[src/rtl/rre_pkg.sv]
// Shared types, constants and word-expansion functions for the rotating-escape RLE encoder.
package rre_pkg;

	localparam int BYTE_W = 8;
	localparam int IDX_W = 3;
	localparam int CFG_IDX_W = 2;

	localparam logic [BYTE_W-1:0] RESET_ESCAPE_START = 8'h55;
	localparam logic [BYTE_W-1:0] RESET_ESCAPE_STEP = 8'h3B;
	localparam logic [BYTE_W-1:0] RUN_LIMIT_COUNT = 8'd254;
	localparam logic [BYTE_W-1:0] LONG_RUN_COUNT = 8'd3;

	localparam logic [CFG_IDX_W-1:0] CFG_ESCAPE_START = 2'd0;
	localparam logic [CFG_IDX_W-1:0] CFG_ESCAPE_STEP = 2'd1;

	typedef struct packed {
		logic [BYTE_W-1:0] in_byte;
		logic end_of_stream;
	} in_item_t;

	typedef struct packed {
		logic [BYTE_W-1:0] out_byte;
		logic last_of_item;
		logic stream_done;
	} out_item_t;

	typedef enum logic [1:0] {
		RUN_NONE,
		RUN_LIT,
		RUN_TRIPLE
	} run_kind_t;

	typedef enum logic [1:0] {
		TAIL_NONE,
		TAIL_SINGLE,
		TAIL_DOUBLE
	} tail_kind_t;

	// One queued command: an optional run part, then an optional tail part.
	typedef struct packed {
		run_kind_t run_kind;
		logic [BYTE_W-1:0] run_esc;
		logic [BYTE_W-1:0] run_byte;
		logic [BYTE_W-1:0] run_len;
		tail_kind_t tail_kind;
		logic [BYTE_W-1:0] tail_byte;
		logic eos;
	} cmd_t;

	function automatic logic [IDX_W-1:0] run_words(input cmd_t c);
		logic [IDX_W-1:0] n;
		case (c.run_kind)
			RUN_LIT: n = c.run_len[IDX_W-1:0];
			RUN_TRIPLE: n = IDX_W'(3);
			default: n = '0;
		endcase
		return n;
	endfunction

	function automatic logic [IDX_W-1:0] cmd_len(input cmd_t c);
		logic [IDX_W-1:0] t;
		case (c.tail_kind)
			TAIL_SINGLE: t = IDX_W'(1);
			TAIL_DOUBLE: t = IDX_W'(2);
			default: t = '0;
		endcase
		return run_words(c) + t;
	endfunction

	function automatic logic [BYTE_W-1:0] cmd_byte(input cmd_t c, input logic [IDX_W-1:0] idx);
		logic [BYTE_W-1:0] b;
		if (idx < run_words(c)) begin
			if (c.run_kind == RUN_TRIPLE) begin
				case (idx)
					IDX_W'(0): b = c.run_esc;
					IDX_W'(1): b = c.run_byte;
					default: b = c.run_len;
				endcase
			end else begin
				b = c.run_byte;
			end
		end else begin
			b = c.tail_byte;
		end
		return b;
	endfunction

endpackage

[src/rtl/rre_front.sv]
// Front end: config registers, run/escape state and command classification per input word.
module rre_front (
	input  logic clk,
	input  logic arst_n,
	input  logic cfg_we,
	input  logic [rre_pkg::CFG_IDX_W-1:0] cfg_index,
	input  logic [rre_pkg::BYTE_W-1:0] cfg_data,
	input  logic in_valid,
	output logic in_stall,
	input  rre_pkg::in_item_t in_item,
	input  logic full,
	output logic push,
	output rre_pkg::cmd_t cmd
);
	import rre_pkg::*;

	logic [BYTE_W-1:0] escape_start_q, escape_step_q;
	logic [BYTE_W-1:0] held_byte_q, repeat_count_q, escape_value_q;
	logic window_empty_q, stream_idle_q;

	logic [BYTE_W-1:0] held_d, cnt_d, esc_d;
	logic empty_d;
	logic [BYTE_W-1:0] esc, esc_rot, esc_rot2, cnt_inc, b;
	logic long_run, accept;

	assign in_stall = full;
	assign accept = in_valid && !full;
	assign push = accept && (cmd_len(cmd) != '0);

	always_ff @(posedge clk or negedge arst_n) begin
		if (!arst_n) begin
			escape_start_q <= RESET_ESCAPE_START;
			escape_step_q <= RESET_ESCAPE_STEP;
		end else if (cfg_we) begin
			case (cfg_index)
				CFG_ESCAPE_START: escape_start_q <= cfg_data;
				CFG_ESCAPE_STEP: escape_step_q <= cfg_data;
				default: ;
			endcase
		end
	end

	always_comb begin
		b = in_item.in_byte;
		esc = stream_idle_q ? escape_start_q : escape_value_q;
		esc_rot = esc + escape_step_q;
		esc_rot2 = esc_rot + escape_step_q;
		long_run = !window_empty_q && (repeat_count_q >= LONG_RUN_COUNT);
		cnt_inc = repeat_count_q + 8'd1;

		cmd.run_kind = RUN_NONE;
		cmd.run_esc = esc;
		cmd.run_byte = held_byte_q;
		cmd.run_len = cnt_inc;
		cmd.tail_kind = TAIL_NONE;
		cmd.tail_byte = b;
		cmd.eos = in_item.end_of_stream;
		held_d = held_byte_q;
		cnt_d = repeat_count_q;
		empty_d = window_empty_q;
		esc_d = esc;

		if (b == esc) begin
			if (long_run) begin
				cmd.run_kind = RUN_TRIPLE;
				if (b == esc_rot) begin
					cmd.tail_kind = TAIL_DOUBLE;
					esc_d = esc_rot2;
				end else begin
					cmd.tail_kind = TAIL_SINGLE;
					esc_d = esc_rot;
				end
			end else begin
				cmd.run_kind = window_empty_q ? RUN_NONE : RUN_LIT;
				cmd.tail_kind = TAIL_DOUBLE;
				esc_d = esc_rot;
			end
			cnt_d = '0;
			empty_d = 1'b1;
		end else if (window_empty_q) begin
			held_d = b;
			cnt_d = '0;
			empty_d = 1'b0;
		end else if (b == held_byte_q) begin
			if (cnt_inc >= RUN_LIMIT_COUNT) begin
				// run limit reached: emit the triple now and empty the window
				cmd.run_kind = RUN_TRIPLE;
				cmd.run_len = cnt_inc + 8'd1;
				esc_d = esc_rot;
				cnt_d = '0;
				empty_d = 1'b1;
			end else begin
				cnt_d = cnt_inc;
			end
		end else begin
			if (long_run) begin
				cmd.run_kind = RUN_TRIPLE;
			end else begin
				cmd.run_kind = RUN_LIT;
			end
			if (b == (long_run ? esc_rot : esc)) begin
				cmd.tail_kind = TAIL_DOUBLE;
				esc_d = long_run ? esc_rot2 : esc_rot;
				cnt_d = '0;
				empty_d = 1'b1;
			end else begin
				esc_d = long_run ? esc_rot : esc;
				held_d = b;
				cnt_d = '0;
				empty_d = 1'b0;
			end
		end

		if (in_item.end_of_stream) begin
			// flush whatever the window still holds, then return to reset
			if (!empty_d) begin
				if (cmd.run_kind == RUN_NONE) begin
					cmd.run_esc = esc_d;
					cmd.run_byte = held_d;
					cmd.run_len = cnt_d + 8'd1;
					cmd.run_kind = (cnt_d >= LONG_RUN_COUNT) ? RUN_TRIPLE : RUN_LIT;
				end else begin
					cmd.tail_kind = TAIL_SINGLE;
					cmd.tail_byte = held_d;
				end
			end
			held_d = '0;
			cnt_d = '0;
			empty_d = 1'b1;
			esc_d = escape_start_q;
		end
	end

	always_ff @(posedge clk or negedge arst_n) begin
		if (!arst_n) begin
			held_byte_q <= '0;
			repeat_count_q <= '0;
			window_empty_q <= 1'b1;
			escape_value_q <= RESET_ESCAPE_START;
			stream_idle_q <= 1'b1;
		end else if (accept) begin
			held_byte_q <= held_d;
			repeat_count_q <= cnt_d;
			window_empty_q <= empty_d;
			escape_value_q <= esc_d;
			stream_idle_q <= in_item.end_of_stream;
		end
	end

	assert property (@(posedge clk) disable iff (!arst_n)
		(accept && in_item.end_of_stream) |=> (stream_idle_q && window_empty_q))
		else $error("stream end did not return state to reset");

	assert property (@(posedge clk) disable iff (!arst_n)
		!window_empty_q |-> (repeat_count_q < RUN_LIMIT_COUNT))
		else $error("held run exceeds run limit");

	assert property (@(posedge clk) disable iff (!arst_n)
		(accept && in_item.end_of_stream) |-> push)
		else $error("stream end produced no words");

endmodule

[src/rtl/rre_cmd_queue.sv]
// Small register FIFO of commands between front and back.
module rre_cmd_queue #(
	parameter int DEPTH = 4
) (
	input  logic clk,
	input  logic arst_n,
	input  logic push,
	input  rre_pkg::cmd_t push_cmd,
	output logic full,
	input  logic pop,
	output logic head_valid,
	output rre_pkg::cmd_t head
);
	import rre_pkg::*;

	localparam int PTR_W = (DEPTH > 1) ? $clog2(DEPTH) : 1;
	localparam int CNT_W = $clog2(DEPTH + 1);

	cmd_t entries_q [DEPTH];
	logic [PTR_W-1:0] wr_ptr_q, rd_ptr_q;
	logic [CNT_W-1:0] count_q;
	logic do_push, do_pop;

	assign full = (count_q == CNT_W'(DEPTH));
	assign head_valid = (count_q != '0);
	assign head = entries_q[rd_ptr_q];
	assign do_push = push && !full;
	assign do_pop = pop && head_valid;

	always_ff @(posedge clk) begin
		if (do_push) begin
			entries_q[wr_ptr_q] <= push_cmd;
		end
	end

	always_ff @(posedge clk or negedge arst_n) begin
		if (!arst_n) begin
			wr_ptr_q <= '0;
			rd_ptr_q <= '0;
			count_q <= '0;
		end else begin
			if (do_push) begin
				wr_ptr_q <= (wr_ptr_q == PTR_W'(DEPTH - 1)) ? '0 : wr_ptr_q + PTR_W'(1);
			end
			if (do_pop) begin
				rd_ptr_q <= (rd_ptr_q == PTR_W'(DEPTH - 1)) ? '0 : rd_ptr_q + PTR_W'(1);
			end
			if (do_push && !do_pop) begin
				count_q <= count_q + CNT_W'(1);
			end else if (do_pop && !do_push) begin
				count_q <= count_q - CNT_W'(1);
			end
		end
	end

	assert property (@(posedge clk) disable iff (!arst_n)
		pop |-> head_valid)
		else $error("pop from empty command queue");

endmodule

[src/rtl/rre_back.sv]
// Back end: expands each command into encoded words through a registered output stage.
module rre_back (
	input  logic clk,
	input  logic arst_n,
	input  logic head_valid,
	input  rre_pkg::cmd_t head,
	output logic pop,
	output logic out_valid,
	input  logic out_stall,
	output rre_pkg::out_item_t out_item
);
	import rre_pkg::*;

	logic [IDX_W-1:0] idx_q;
	logic out_valid_q;
	out_item_t out_item_q;
	logic load, last;

	assign last = (idx_q == cmd_len(head) - IDX_W'(1));
	assign load = head_valid && (!out_valid_q || !out_stall);
	assign pop = load && last;
	assign out_valid = out_valid_q;
	assign out_item = out_item_q;

	always_ff @(posedge clk) begin
		if (load) begin
			out_item_q.out_byte <= cmd_byte(head, idx_q);
			out_item_q.last_of_item <= last;
			out_item_q.stream_done <= last && head.eos;
		end
	end

	always_ff @(posedge clk or negedge arst_n) begin
		if (!arst_n) begin
			idx_q <= '0;
			out_valid_q <= 1'b0;
		end else begin
			if (!out_valid_q || !out_stall) begin
				out_valid_q <= head_valid;
			end
			// advance through the command, wrap on its last word
			if (load) begin
				idx_q <= last ? '0 : idx_q + IDX_W'(1);
			end
		end
	end

	assert property (@(posedge clk) disable iff (!arst_n)
		head_valid |-> (idx_q < cmd_len(head)))
		else $error("word index past end of command");

	assert property (@(posedge clk) disable iff (!arst_n)
		(idx_q != '0) |-> head_valid)
		else $error("command left queue mid-expansion");

endmodule

[src/rtl/rle_rotating_escape_encoder_core.sv]
// Top level of the rotating-escape run-length encoder.
// Byte-stream RLE encoder: runs of 4..255 equal bytes become (escape, byte, length), a raw
// byte equal to the escape is sent twice, and each escape use adds escape_step to the escape.
// The front end takes one input word per cycle and queues a command holding 0..5 output
// words; the back end drains one output word per cycle, unless out_stall holds it, through
// a registered output stage. The front stalls only when the QUEUE_DEPTH-entry command
// queue is full. An item's words pass through the command queue and then the registered
// output stage. Write escape_start (index 0) and escape_step (index 1) only while the
// block is idle; writes to other indexes are ignored, and a new escape_start applies from
// the next stream.
module rle_rotating_escape_encoder_core #(
	parameter int QUEUE_DEPTH = 4
) (
	input  logic clk,
	input  logic arst_n,
	input  logic cfg_we,
	input  logic [rre_pkg::CFG_IDX_W-1:0] cfg_index,
	input  logic [rre_pkg::BYTE_W-1:0] cfg_data,
	input  logic in_valid,
	output logic in_stall,
	input  rre_pkg::in_item_t in_item,
	output logic out_valid,
	input  logic out_stall,
	output rre_pkg::out_item_t out_item
);
	import rre_pkg::*;

	logic push, full, pop, head_valid;
	cmd_t push_cmd, head;

	rre_front u_front (
		.clk(clk),
		.arst_n(arst_n),
		.cfg_we(cfg_we),
		.cfg_index(cfg_index),
		.cfg_data(cfg_data),
		.in_valid(in_valid),
		.in_stall(in_stall),
		.in_item(in_item),
		.full(full),
		.push(push),
		.cmd(push_cmd)
	);

	rre_cmd_queue #(
		.DEPTH(QUEUE_DEPTH)
	) u_queue (
		.clk(clk),
		.arst_n(arst_n),
		.push(push),
		.push_cmd(push_cmd),
		.full(full),
		.pop(pop),
		.head_valid(head_valid),
		.head(head)
	);

	rre_back u_back (
		.clk(clk),
		.arst_n(arst_n),
		.head_valid(head_valid),
		.head(head),
		.pop(pop),
		.out_valid(out_valid),
		.out_stall(out_stall),
		.out_item(out_item)
	);

endmodule

[config.mk]
export PLATFORM = sky130hd
export DESIGN_NAME = rle_rotating_escape_encoder_core
export DESIGN_NICKNAME = d
export VERILOG_FILES = /design/src/rtl/rre_pkg.sv /design/src/rtl/rre_front.sv /design/src/rtl/rre_cmd_queue.sv /design/src/rtl/rre_back.sv /design/src/rtl/rle_rotating_escape_encoder_core.sv
export SDC_FILE = /design/constraint.sdc
export NUM_CORES = 1
export LEC_CHECK = 0
export BUFFER_PORTS_ARGS = -buffer_cell sky130_fd_sc_hd__buf_2
export CAP_MARGIN = 20
export CORE_MARGIN = 3
export CORE_UTILIZATION = 45
export CTS_BUF_LIST = sky130_fd_sc_hd__clkbuf_8 sky130_fd_sc_hd__clkbuf_16
export CTS_CLUSTER_DIAMETER = 80
export CTS_CLUSTER_SIZE = 10
export DETAILED_ROUTE_END_ITERATION = 10
export PLACE_DENSITY = 0.7
export SLEW_MARGIN = 40
export SYNTH_ARGS = -nofsm -noshare
export SYNTH_HDL_FRONTEND = slang
export SYNTH_SLANG_ARGS = --single-unit
export TNS_END_PERCENT = 10
[constraint.sdc]
create_clock -name clk -period 17.6 [get_ports clk]
set_clock_uncertainty 0.15 [all_clocks]
set_input_delay 3.52 -clock clk [delete_from_list [all_inputs] [get_ports clk]]
set_output_delay 3.52 -clock clk [all_outputs]
set_load 0.02 [all_outputs]
After elaboration in Yosys (flattened, before gate mapping)

Memories as Yosys holds them, arrays and structs flattened.
Index checks and enable logic that the tools add are counted.

Register bits after elaboration: 63
Latch bits: 0
Memory bits (writable): 148
Memory bits (read-only): 0
Output and inout port bits: 12
Logic and storage cells: 139
Memories kept: 1

$add $sub $neg: 13
Multiply operators: 0
Div/mod/pow operators: 0
Order comparisons: 4
Equality and inequality tests: 18
Shift operators: 0
Muxes and demuxes: 63
Bitwise logic cells: 0
Reductions and logical operators: 25

Memory list:

| memory            | depth | width | rd ports | clocked after memory_dff | wr ports | line                | text |
|---|---|---|---|---|---|---|---|
| u_queue.entries_q | 4     | 37    | 1        | 0                        | 1        | rre_cmd_queue.sv:19 | `cmd_t entries_q [DEPTH];` |

Operators with widths:

| cell                                                 | count |
|---|---|
| 2-to-1 mux 8 bit                                     | 26 |
| 2-to-1 mux 36 bit                                    | 2 |
| == test 8 bit                                        | 4 |
| 2-to-1 mux 2 bit                                     | 14 |
| 2-to-1 mux 26 bit                                    | 1 |
| adder 8 x 1 -> 8 bit (second input constant)         | 3 |
| 2-to-1 mux 10 bit                                    | 2 |
| adder 8 bit                                          | 2 |
| >= comparator 8 x 2 -> 1 bit (second input constant) | 2 |
| case mux 8 bit (2 select lines)                      | 1 |
| == test 2 bit (second input constant)                | 6 |
| 2-to-1 mux 3 bit                                     | 4 |
| case mux 3 bit (2 select lines)                      | 2 |
| == test 2 x 1 -> 1 bit (second input constant)       | 5 |
| logical AND 1 bit                                    | 10 |
| 2-to-1 mux 1 bit                                     | 9 |
| >= comparator 8 bit (second input constant)          | 1 |
| case mux 2 bit (2 select lines)                      | 2 |
| adder 3 x 1 -> 3 bit (second input constant)         | 2 |
| adder 3 x 2 -> 3 bit                                 | 2 |
| zero test 1 bit                                      | 6 |
| nonzero test 3 bit                                   | 2 |
| subtractor 3 x 1 -> 3 bit (second input constant)    | 2 |
| adder 2 x 1 -> 2 bit (second input constant)         | 2 |
| 9 further kinds                                      | 11 |

Depth between registers and ports, before layout

Gate-level depths: netlist of the first run.

Depth in word-level cells: 21
Gate-level depth with buffers: 34
Mapped depth without buffers: 32

Cells and area by module

From an unflattened synthesis of the first run, not the netlist that was laid out.

Cells, all modules: 892
Area total of the unflattened synthesis: 11389.7 sq um

By module, submodules not included:

| module        | instances | cells each | area each (sq um) |
|---|---|---|---|
| rre_cmd_queue | 1         | 230        | 5770.5 |
| rre_front     | 1         | 548        | 4536.9 |
| rre_back      | 1         | 114        | 1082.3 |

Worst setup path after synthesis of the first run

OpenSTA, ideal clock, no wires.

Path kind: in2reg
Start: input in_item[7] (netlist bit)
End: memory u_queue.entries_q[3][0] (netlist bit), enable pin
Setup time: 398 ps
Arrival time: 8848 ps
Slack: 8204 ps
Stages: 27
Path buffers: 2
Cells stage by stage: clkbuf_1 > xnor2_1 > nand2_1 > or4_1 > buf_6 > nor2_4 > nand3_1 > nor2_1 > ha_1 > nor2_1 > a32oi_1 > nand2_1 > nor2_1 > o21a_1 > a221o_1 > inv_2 > ha_1 > a21oi_1 > nor2_1 > ha_1 > inv_1 > fa_1 > nor2b_1 > or3b_2 > mux2i_1 > a311oi_2 > and2_1

RTL lines:

| what               | line                                   | text |
|---|---|---|
| start: declaration | rle_rotating_escape_encoder_core.sv:21 | `input rre_pkg::in_item_t in_item,` |
| end: declaration   | rre_cmd_queue.sv:19                    |  |

==> impl_metrics.json, run 1 <==
{
  "outcome": "completed",
  "nets": 981,
  "gp_congestion": 0.8888,
  "hold_path_class": "reg2reg",
  "nFillCells": 2169,
  "syn2layout_area_growth_pct": 10.16,
  "clk_latency_ns": 0.53,
  "path_common_cell": "nor2_1",
  "grt-busiest-layer": "met2",
  "placementRows": 57,
  "tightestPinTransition_ns": 0.8528,
  "slew_headroom_pct": 42.74,
  "max_stage_delay_ns": 0.80,
  "p_per_area_mw_per_mm2": 179.2,
  "port_buffers": 35,
  "p_leak_nw": 4.642,
  "synth_top_area_cell": "edfxtp_1",
  "ys_types": 84,
  "clock_path_buffers": 3,
  "viasPerCell": 5.902,
  "worstSetupStartpointType": "input port",
  "fp.dieW_um": 165.8,
  "drtPass1Iterations": 6,
  "ys.flop_type": "edfxtp_1",
  "fin_crit_sh_pct": 53.72,
  "dp_hpwl_um": 17620,
  "cts_setup_buffers": 0,
  "drive_above_1_share_pct": 20.96,
  "worstPathArrival_ns": 9.75,
  "finalPower_mw": 2.267,
  "yosysSeqAreaShare_pct": 53.01,
  "die_y_um": 165.8,
  "clkSlewWorstSetupHoldPaths_ns": 0.06,
  "synthTopCellsByCount": "158 x edfxtp_1, 65 x nand2_1, 50 x nor2_1, 43 x a21oi_1, 40 x mux2_2",
  "synthCells": 898,
  "drv_slew": 0,
  "postSynthAreaPerCell_sq_um": 12.79,
  "final_hold_viol_count": 0,
  "rsz0062_at_grt": "false",
  "end_kind": "flip-flop",
  "drc": 0,
  "cap_viol_max_count": 0,
  "synth_seq_cells": 211,
  "coreArea_sq_mm": 0.02468,
  "cts_root_buf": "clkbuf_16",
  "worstPathRequired_ns": 17.90,
  "antennaDiodeCount": 0,
  "crit_type": "in2reg",
  "use_met2_pct": 29.81,
  "cp_slowest_cell": "or4_1",
  "grtUsageTotal_pct": 18.31,
  "synth_nets": 963,
  "clock_sinks": 211,
  "io-pin-count": 36,
  "syn-cell-area_sq_mm": 0.01149,
  "peakVddDrop_mv": 0.1071,
  "drt_iter0_drc": 854,
  "async_flop_share_pct": 25.12,
  "setup_viol": 0,
  "cts_inserted_buffers": 25,
  "grt-ovfl-total": 0,
  "ys_warn_count": 0,
  "detail_route.wl_per_cell_um": 20.39,
  "synth.area.top_cells": "edfxtp_1 41%, dfrtp_1 8.3%, mux4_2 7.3%",
  "start_util_pct": 46.56,
  "ant_nets": 0,
  "grt_util_met3_pct": 2.380,
  "grt_max_degree": 54,
  "fmax_mhz": 105.8,
  "synth_edf_count": 158,
  "tns_ns": 0,
  "critPathMaxFanout": 12,
  "fin_crit_ns": 9.455,
  "routed_wl_um": 25670,
  "cts_resized": 0,
  "use_met1_pct": 26.24,
  "htreeDepth": 1,
  "cts_hold_buf": 0,
  "die_area_sq_mm": 0.02748,
  "path_buf_inv": 4,
  "antenna_found_initial": 0,
  "cp_top_family": "simple AND/OR/NAND/NOR gates",
  "grt_pass1_wl_um": 40850,
  "netlist.area_leader.share_pct": 41.30,
  "first_global_vias": 7276,
  "yosysMostFrequentCell": "edfxtp_1",
  "cts_tree": "built",
  "via_count": 7431
}
[cells in the final DEF, fill, tap and decap left out, drive strengths merged, types with 8 or more instances in the layout]
master | netlist | final
nor3 | 11 | 11
ha | 37 | 37
and2 | 11 | 11
dfstp | 15 | 15
mux2i | 17 | 17
dfrtp | 38 | 38
inv | 35 | 55
nand2 | 66 | 66
a21oi | 43 | 43
o21ai | 29 | 29
a22o | 10 | 10
nand3 | 24 | 24
mux4 | 37 | 37
edfxtp | 158 | 158
xnor2 | 36 | 36
mux2 | 40 | 40
nand2b | 12 | 12
a211oi | 8 | 8
clkbuf | 35 | 26
nor2b | 14 | 14
nor2 | 51 | 51
xor2 | 21 | 21
o22ai | 12 | 12
buf | 19 | 45
[final cells by class]
type,count,area [sq um],area share (%)
clock buffers,26,639.4,5.052
clock inverters,20,96.34,0.7612
inverters,36,135.1,1.068
multi-input cells,597,5026,39.71
flip-flops and latches,211,6091,48.13
well taps,324,405.4,3.203
repair buffers,45,262.8,2.076
[flip-flops by register name, summed over array words and instances (netlist names)]
signal                  flops
u_back.idx_q                3
u_back.out_item            10
u_back.out_valid            1
u_front.escape_start_q      8
u_front.escape_step_q       8
u_front.escape_value_q      8
u_front.held_byte_q         8
u_front.repeat_count_q      8
u_front.stream_idle_q       1
u_front.window_empty_q      1
u_queue.count_q             3
u_queue.entries_q         148
u_queue.rd_ptr_q            2
u_queue.wr_ptr_q            2
[worst register-to-register path, delay by kind of cell (launching register included)]
family / cells / cell delay, ns
buffers and inverters: 6 / 0.52
AOI/OAI and AO/OA: 8 / 2.06
and+or+nand+nor: 7 / 1.40
muxes: 2 / 0.20
xor gates and xnor gates: 3 / 0.94
adders and majority gates: 7 / 2.01
DFF: 1 / 0.84
[layer usage]
layer / vias up / part of all wire (%)
li1: 3427 / -
met1: 3688 / 45
met2: 254 / 47
met3: 62 / 5.8
met4: 0 / 3.0
met5: - / 0
[logic make-up after synthesis]
logic type / Yosys count / share of synthesized area [%]
flip-flops: 211 / 53.01
AND/OR/NAND/NOR: 228 / 10.24
multiplexers: 94 / 13.12
buffers and inverters: 90 / 3.398
XOR/XNOR: 60 / 4.944
adder cells (fa/ha/maj): 41 / 4.727
AO/OA/AOI/OAI: 174 / 10.56
[path summary, 6_finish.rpt]
path                                        from                         to  slack, ns  cells past startpoint
max                                   in_item[7]         u_queue.count_q[2]       8.15                     31
min                             u_back.out_valid           u_back.out_valid       0.36                      2
max reg2reg                u_front.stream_idle_q         u_queue.count_q[2]       9.42                     33
min reg2reg                     u_back.out_valid           u_back.out_valid       0.36                      2
max in group asynchronous                 arst_n        u_queue.rd_ptr_q[0]      13.77                      2
min in group asynchronous                 arst_n  u_front.escape_start_q[3]       2.98                      2
[per-stage QoR]
| step | hold WS [ns] | instance area [sq um] | setup WS, ns | cells | util, % |
|---|---|---|---|---|---|
| 3_3_place_gp | 0.3236 | 11890 | 7.870 | 1212 | 48.17 |
| 5_1_grt | 0.3948 | 12660 | 7.595 | 1259 | 51.29 |
| 2_1_floorplan | 0.3060 | 11490 | 8.204 | 898 | - |
| 3_5_place_dp | 0.3621 | 11900 | 7.690 | 1212 | 48.23 |
| 6_report | 0.3611 | 12660 | 8.145 | 1259 | 51.29 |
| 4_1_cts | 0.3737 | 12640 | 8.234 | 1258 | 51.21 |
[power by group]
group | switching, mW | total (mW) | internal, mW | leakage [nW]
Clock | 0.195 | 0.457 | 0.262 | 0.425
Sequential | 0.0591 | 0.741 | 0.682 | 2.06
Combinational | 0.617 | 1.07 | 0.453 | 2.15
Total | 0.871 | 2.27 | 1.40 | 4.64
No activity file was read; power rests on OpenSTA's default activity.
==> run 2, diff against run 1 <==
--- a/config.mk
+++ b/config.mk
@@ -5,6 +5,7 @@
 export SDC_FILE = /design/constraint.sdc
 export NUM_CORES = 1
 export LEC_CHECK = 0
+export ABC_AREA = 1
 export BUFFER_PORTS_ARGS = -buffer_cell sky130_fd_sc_hd__buf_2
 export CAP_MARGIN = 20
 export CORE_MARGIN = 3
@@ -13,7 +14,7 @@
 export CTS_CLUSTER_DIAMETER = 80
 export CTS_CLUSTER_SIZE = 10
 export DETAILED_ROUTE_END_ITERATION = 10
-export PLACE_DENSITY = 0.7
+export PLACE_DENSITY = 0.72
 export SLEW_MARGIN = 40
 export SYNTH_ARGS = -nofsm -noshare
 export SYNTH_HDL_FRONTEND = slang
==> constraint.sdc (replaced) <==
create_clock -name clk -period 8.25 [get_ports clk]
set_clock_uncertainty 0.15 [all_clocks]
set_input_delay 1.65 -clock clk [delete_from_list [all_inputs] [get_ports clk]]
set_output_delay 1.65 -clock clk [all_outputs]
set_load 0.02 [all_outputs]
==> run 2 against run 1 <==
Compared with the run above:
- sequential share of layout area decreased by 1.5 points
- sequential cell count unchanged
- non-clock buffer count rose by 2
- clock-buffer cell count decreased by 1
- die area is 3.4% higher
- critical path depth grew 9
- via count is 27% higher
- final area increased by 3.4%
- critical path type is now reg2reg
- largest cell class unchanged
==> impl_metrics.json, run 2 <==
{
  "outcome": "completed",
  "synth_top_area_cell": "edfxtp_1",
  "slew_headroom_pct": 45.36,
  "ys_types": 57,
  "tightestPinTransition_ns": 0.8187,
  "ant_nets": 0,
  "p_per_area_mw_per_mm2": 374.7,
  "r2r-end": "u_queue.count_q[1]",
  "async_flop_share_pct": 25.12,
  "antennaDiodeCount": 0,
  "syn-cell-area_sq_mm": 0.01190,
  "peakVddDrop_mv": 0.3579,
  "min_to": "u_front.escape_value_q[0]",
  "antenna_found_initial": 0,
  "cts_tree": "built",
  "worstRegToRegCells": 40,
  "cts_setup_buffers": 0,
  "crit_type": "reg2reg",
  "fmax_mhz": 144.7,
  "top_register": "u_queue.entries_q",
  "worstPathArrival_ns": 7.17,
  "cts_hold_buf": 0,
  "grt-ovfl-total": 0,
  "final_common_cell": "nand2_1",
  "fin_crit_sh_pct": 83.77,
  "fp.dieW_um": 168.6,
  "hold_path_class": "reg2reg",
  "synth_edf_count": 158,
  "drc": 0,
  "drtPass1Iterations": 7,
  "fin_crit_ns": 6.911,
  "setup_viol": 0,
  "htreeDepth": 1,
  "synth_seq_cells": 211,
  "min_from": "u_front.escape_value_q[0]",
  "clock_sinks": 211,
  "worstSetupStartpointType": "flip-flop",
  "tns_ns": 0,
  "syn2layout_area_growth_pct": 9.937,
  "via_count": 9416,
  "dp_hpwl_um": 21450,
  "routed_wl_um": 30290,
  "port_buffers": 35,
  "synth.area.top_cells": "edfxtp_1 40%, nand2_1 11%, dfrtp_1 8.0%",
  "hold-path-cell-count": 2,
  "postSynthAreaPerCell_sq_um": 8.980,
  "worstPathRequired_ns": 8.51,
  "grtUsageTotal_pct": 21.36,
  "path_common_cell": "inv_1",
  "cp_slowest_cell": "dfstp_2",
  "end_kind": "flip-flop",
  "drv_slew": 0,
  "placementRows": 58,
  "nets": 1408,
  "coreArea_sq_mm": 0.02562,
  "clk_latency_ns": 0.53,
  "final_hold_viol_count": 0,
  "timing.rr.start": "u_front.stream_idle_q",
  "grt_max_degree": 69,
  "rrSetupSlack_ns": 1.34,
  "critPathMaxFanout": 29,
  "clock_path_buffers": 3,
  "io-pin-count": 36,
  "first_global_vias": 9083,
  "nFillCells": 2345,
  "whs_ns": 0.3475,
  "p_leak_nw": 5.524,
  "viasPerCell": 5.565,
  "detail_route.wl_per_cell_um": 17.90,
  "cts_inserted_buffers": 25,
  "drt_iter0_drc": 987,
  "clkSlewWorstSetupHoldPaths_ns": 0.06,
  "grt_pass1_wl_um": 48780,
  "max_stage_delay_ns": 0.78,
  "gp_congestion": 0.9630,
  "cap_viol_max_count": 0,
  "rsz0062_at_grt": "false",
  "start_util_pct": 46.45,
  "yosysSeqAreaShare_pct": 51.18,
  "final_cell_mix": "356 x nand2_1, 158 x edfxtp_1, 146 x inv_1",
  "ys_warn_count": 0,
  "synthTopCellsByCount": "356 x nand2_1, 158 x edfxtp_1, 127 x inv_1, 102 x nand3_1, 100 x o21ai_0",
  "netlist.area_leader.share_pct": 39.87,
  "synthCells": 1325,
  "die_area_sq_mm": 0.02843,
  "synth_nets": 1390,
  "cts_root_buf": "clkbuf_16",
  "cts_resized": 0,
  "ys.flop_type": "edfxtp_1",
  "largest_register_ffs": 148,
  "yosysMostFrequentCell": "nand2_1",
  "drive_above_1_share_pct": 13.14,
  "die_y_um": 168.6
}
run 2: cell type report:
class	instances	area, sq um	share of cell area (%)
repair buffers	47	277.8	2.123
flip-flops and latches	211	6093	46.58
clock buffers	25	625.6	4.782
well taps	330	412.9	3.156
inverters	145	544.3	4.161
clock inverters	21	100.1	0.7652
multi-input cells	913	5027	38.43
run 2: power by group:
part / internal [mW] / leakage, nW / switching [mW]
clock network: 0.549 / 0.424 / 0.418
registers: 1.47 / 2.11 / 0.153
logic: 0.762 / 3.00 / 1.55
total: 2.78 / 5.52 / 2.12
run 2: how the worst max path moves through the flow:
stage	start	to	slack, ns	depth (start not counted)
4_1_cts	u_front.stream_idle_q	u_queue.count_q[1]	1.36	40
5_1_grt	u_front.stream_idle_q	u_queue.count_q[1]	0.72	38
6_report	u_front.stream_idle_q	u_queue.count_q[1]	1.34	40
3_3_place_gp	in_item[1]	u_queue.count_q[1]	1.26	33
2_1_floorplan	in_item[4]	u_queue.entries_q[0][0]	1.24	30
3_5_place_dp	in_item[4]	u_queue.count_q[1]	1.08	34
run 2: per-stage QoR:
stage / cell area, sq um / total power, mW / setup slack, ns / util, % / cells
after floorplan: 11900 / 3.261 / 1.244 / - / 1325
after global placement: 12330 / 3.860 / 1.259 / 48.12 / 1645
after detailed placement: 12330 / 3.931 / 1.078 / 48.13 / 1645
after CTS: 13060 / 4.909 / 1.360 / 50.97 / 1691
after global routing: 13080 / 5.257 / 0.7215 / 51.06 / 1692
final: 13080 / 4.901 / 1.339 / 51.06 / 1692
run 2: layer usage:
metal | vias up | wire [um] | GRT usage (%)
li1 | 4543 | - | -
met1 | 4455 | 12860 | 28.91
met2 | 349 | 14300 | 35.59
met3 | 69 | 1994 | 2.616
met4 | 0 | 1132 | 7.791
met5 | - | 0 | 0
run 2: cells by family (layout without fill, tap and decap cells):
logic type	Yosys count	after routing	share of synthesized area [%]
flip-flops	211	211	51.18
XOR/XNOR	29	29	2.356
multiplexers	1	1	0.09463
adder cells (fa/ha/maj)	41	41	4.564
AND/OR/NAND/NOR	601	601	22.51
AO/OA/AOI/OAI	241	241	12.42
buffers and inverters	201	238	6.877
run 2: worst max-delay path, delay by kind of cell, from the launching register on:
family                     cells  cell delay, ns
AOI/OAI and AO/OA              1            0.16
xor gates and xnor gates       1            0.39
adders and majority gates      7            2.14
buffers and inverters         11            0.80
DFF                            1            0.78
muxes                          1            0.26
and+or+nand+nor               19            2.11
==> run 3, diff against run 2 <==
--- a/config.mk
+++ b/config.mk
@@ -14,7 +14,7 @@
 export CTS_CLUSTER_DIAMETER = 80
 export CTS_CLUSTER_SIZE = 10
 export DETAILED_ROUTE_END_ITERATION = 10
-export PLACE_DENSITY = 0.72
+export PLACE_DENSITY = 0.7
 export SLEW_MARGIN = 40
 export SYNTH_ARGS = -nofsm -noshare
 export SYNTH_HDL_FRONTEND = slang
==> constraint.sdc (replaced) <==
create_clock -name clk -period 7.1 [get_ports clk]
set_clock_uncertainty 0.15 [all_clocks]
set_input_delay 1.42 -clock clk [delete_from_list [all_inputs] [get_ports clk]]
set_output_delay 1.42 -clock clk [all_outputs]
set_load 0.02 [all_outputs]
==> run 3 against run 2 <==
Compared with the run above:
- sequential power rose by 14%
- routed wire length rose by 0.95%
- register-to-register slack got worse by 0.53 ns
- die area did not move
- utilization rose by 0.40 points
- via count barely moved
- total power rose by 18%
- critical endpoint unchanged
==> impl_metrics.json, run 3 (synthesis results as in run 2) <==
{
  "outcome": "completed",
  "clock_path_buffers": 3,
  "drc": 0,
  "grtUsageTotal_pct": 21.38,
  "cts_resized": 0,
  "rsz0062_at_grt": "false",
  "die_y_um": 168.6,
  "crit_type": "reg2reg",
  "min_from": "u_front.escape_value_q[0]",
  "via_count": 9421,
  "largest_register_ffs": 148,
  "drv_slew": 0,
  "cts_inserted_buffers": 25,
  "clkSlewWorstSetupHoldPaths_ns": 0.06,
  "first_global_vias": 9129,
  "htreeDepth": 1,
  "clock_sinks": 211,
  "setup_viol": 0,
  "final_cell_mix": "356 x nand2_1, 158 x edfxtp_1, 145 x inv_1",
  "drive_above_1_share_pct": 13.96,
  "hold_path_class": "reg2reg",
  "end_kind": "flip-flop",
  "grt-ovfl-total": 0,
  "syn2layout_area_growth_pct": 10.79,
  "peakVddDrop_mv": 0.5742,
  "cts_hold_buf": 0,
  "antennaDiodeCount": 0,
  "grt_max_degree": 72,
  "cp_top_family": "adder cells",
  "cp_slowest_cell": "fa_1",
  "drt_iter0_drc": 959,
  "clk_latency_ns": 0.53,
  "worstPathRequired_ns": 7.37,
  "grt_pass1_wl_um": 48270,
  "path_common_cell": "inv_1",
  "coreArea_sq_mm": 0.02562,
  "dp_hpwl_um": 21730,
  "final_common_cell": "nand2_1",
  "routed_wl_um": 30580,
  "fin_crit_ns": 6.288,
  "cts_tree": "built",
  "top_register": "u_queue.entries_q",
  "tns_ns": 0,
  "preCtsSetupSlack_ns": 0.4929,
  "final_hold_viol_count": 0,
  "tightestPinTransition_ns": 0.8550,
  "start_util_pct": 46.45,
  "ant_nets": 0,
  "min_to": "u_front.escape_value_q[0]",
  "io-pin-count": 36,
  "port_buffers": 35,
  "p_per_area_mw_per_mm2": 437.0,
  "fin_crit_sh_pct": 88.56,
  "rrSetupSlack_ns": 0.81,
  "r2r-end": "u_queue.count_q[1]",
  "placementRows": 58,
  "worstPathArrival_ns": 6.56,
  "finish.utilization_pct": 51.46,
  "p_leak_nw": 5.589,
  "cts_setup_buffers": 0,
  "worstSetupStartpointType": "flip-flop",
  "die_area_sq_mm": 0.02843,
  "timing.rr.start": "u_front.stream_idle_q",
  "max_stage_delay_ns": 0.47,
  "antenna_found_initial": 0,
  "cts_root_buf": "clkbuf_16",
  "detail_route.wl_per_cell_um": 17.94,
  "gp_congestion": 0.9710,
  "worstRegToRegCells": 40,
  "nets": 1421,
  "hold-path-cell-count": 2,
  "path_buf_inv": 12,
  "critPathMaxFanout": 11,
  "fp.dieW_um": 168.6,
  "fmax_mhz": 159.0,
  "viasPerCell": 5.526,
  "slew_headroom_pct": 42.40,
  "drtPass1Iterations": 7,
  "cap_viol_max_count": 0,
  "worst_slack_ns": 0.8120
}
run 3: how the worst max path moves through the flow:
stage / startpoint / end / slack, ns / depth (start not counted)
after CTS: u_front.stream_idle_q / u_queue.count_q[1] / 0.82 / 40
after global placement: in_item[4] / u_queue.count_q[1] / 0.66 / 34
after floorplan: in_item[4] / u_queue.entries_q[0][0] / 0.32 / 30
after global routing: u_front.stream_idle_q / u_queue.count_q[1] / 0.32 / 40
final: u_front.stream_idle_q / u_queue.count_q[1] / 0.81 / 40
after detailed placement: in_item[4] / u_queue.count_q[1] / 0.49 / 34
run 3: layout make-up:
class / instances / area [sq um]
Clock inverter: 20 / 96.34
Clock buffer: 26 / 639.4
Timing Repair Buffer: 60 / 375.4
Multi-Input combinational cell: 913 / 5024
Tap cell: 330 / 412.9
Inverter: 145 / 544.3
Fill cell: 2351 / 12430
Sequential cell: 211 / 6091
run 3: where the power goes:
part	switching (mW)	leakage (nW)	internal, mW
combinational	1.86	3.06	0.922
sequential	0.139	2.11	1.71
clock	0.483	0.425	0.649
total	2.48	5.59	3.28
run 3: routing by layer:
layer | vias to the layer above | share of wire [%] | track usage, %
met5 | - | 0 | 0
met4 | 0 | 3.7 | 7.364
met3 | 75 | 6.2 | 2.989
met2 | 335 | 47 | 35.89
met1 | 4454 | 43 | 28.66
li1 | 4557 | - | -
run 3: stage by stage:
stage	total power [mW]	instance area, sq um	cells	hold slack, ns
2_1_floorplan	3.790	11900	1325	0.3152
6_report	5.761	13180	1705	0.3447
3_5_place_dp	4.618	12440	1659	0.3344
4_1_cts	5.763	13180	1705	0.3495
3_3_place_gp	4.552	12440	1659	0.3289
5_1_grt	6.159	13180	1705	0.3613
run 3: worst register-to-register path: cells and delay by family, from the launching register on:
family                     cells  cell delay, ns
xor gates and xnor gates       1            0.26
adders and majority gates      7            2.18
AOI/OAI and AO/OA              1            0.35
DFF                            1            0.43
muxes                          1            0.26
buffers and inverters         12            0.92
and+or+nand+nor               18            1.64
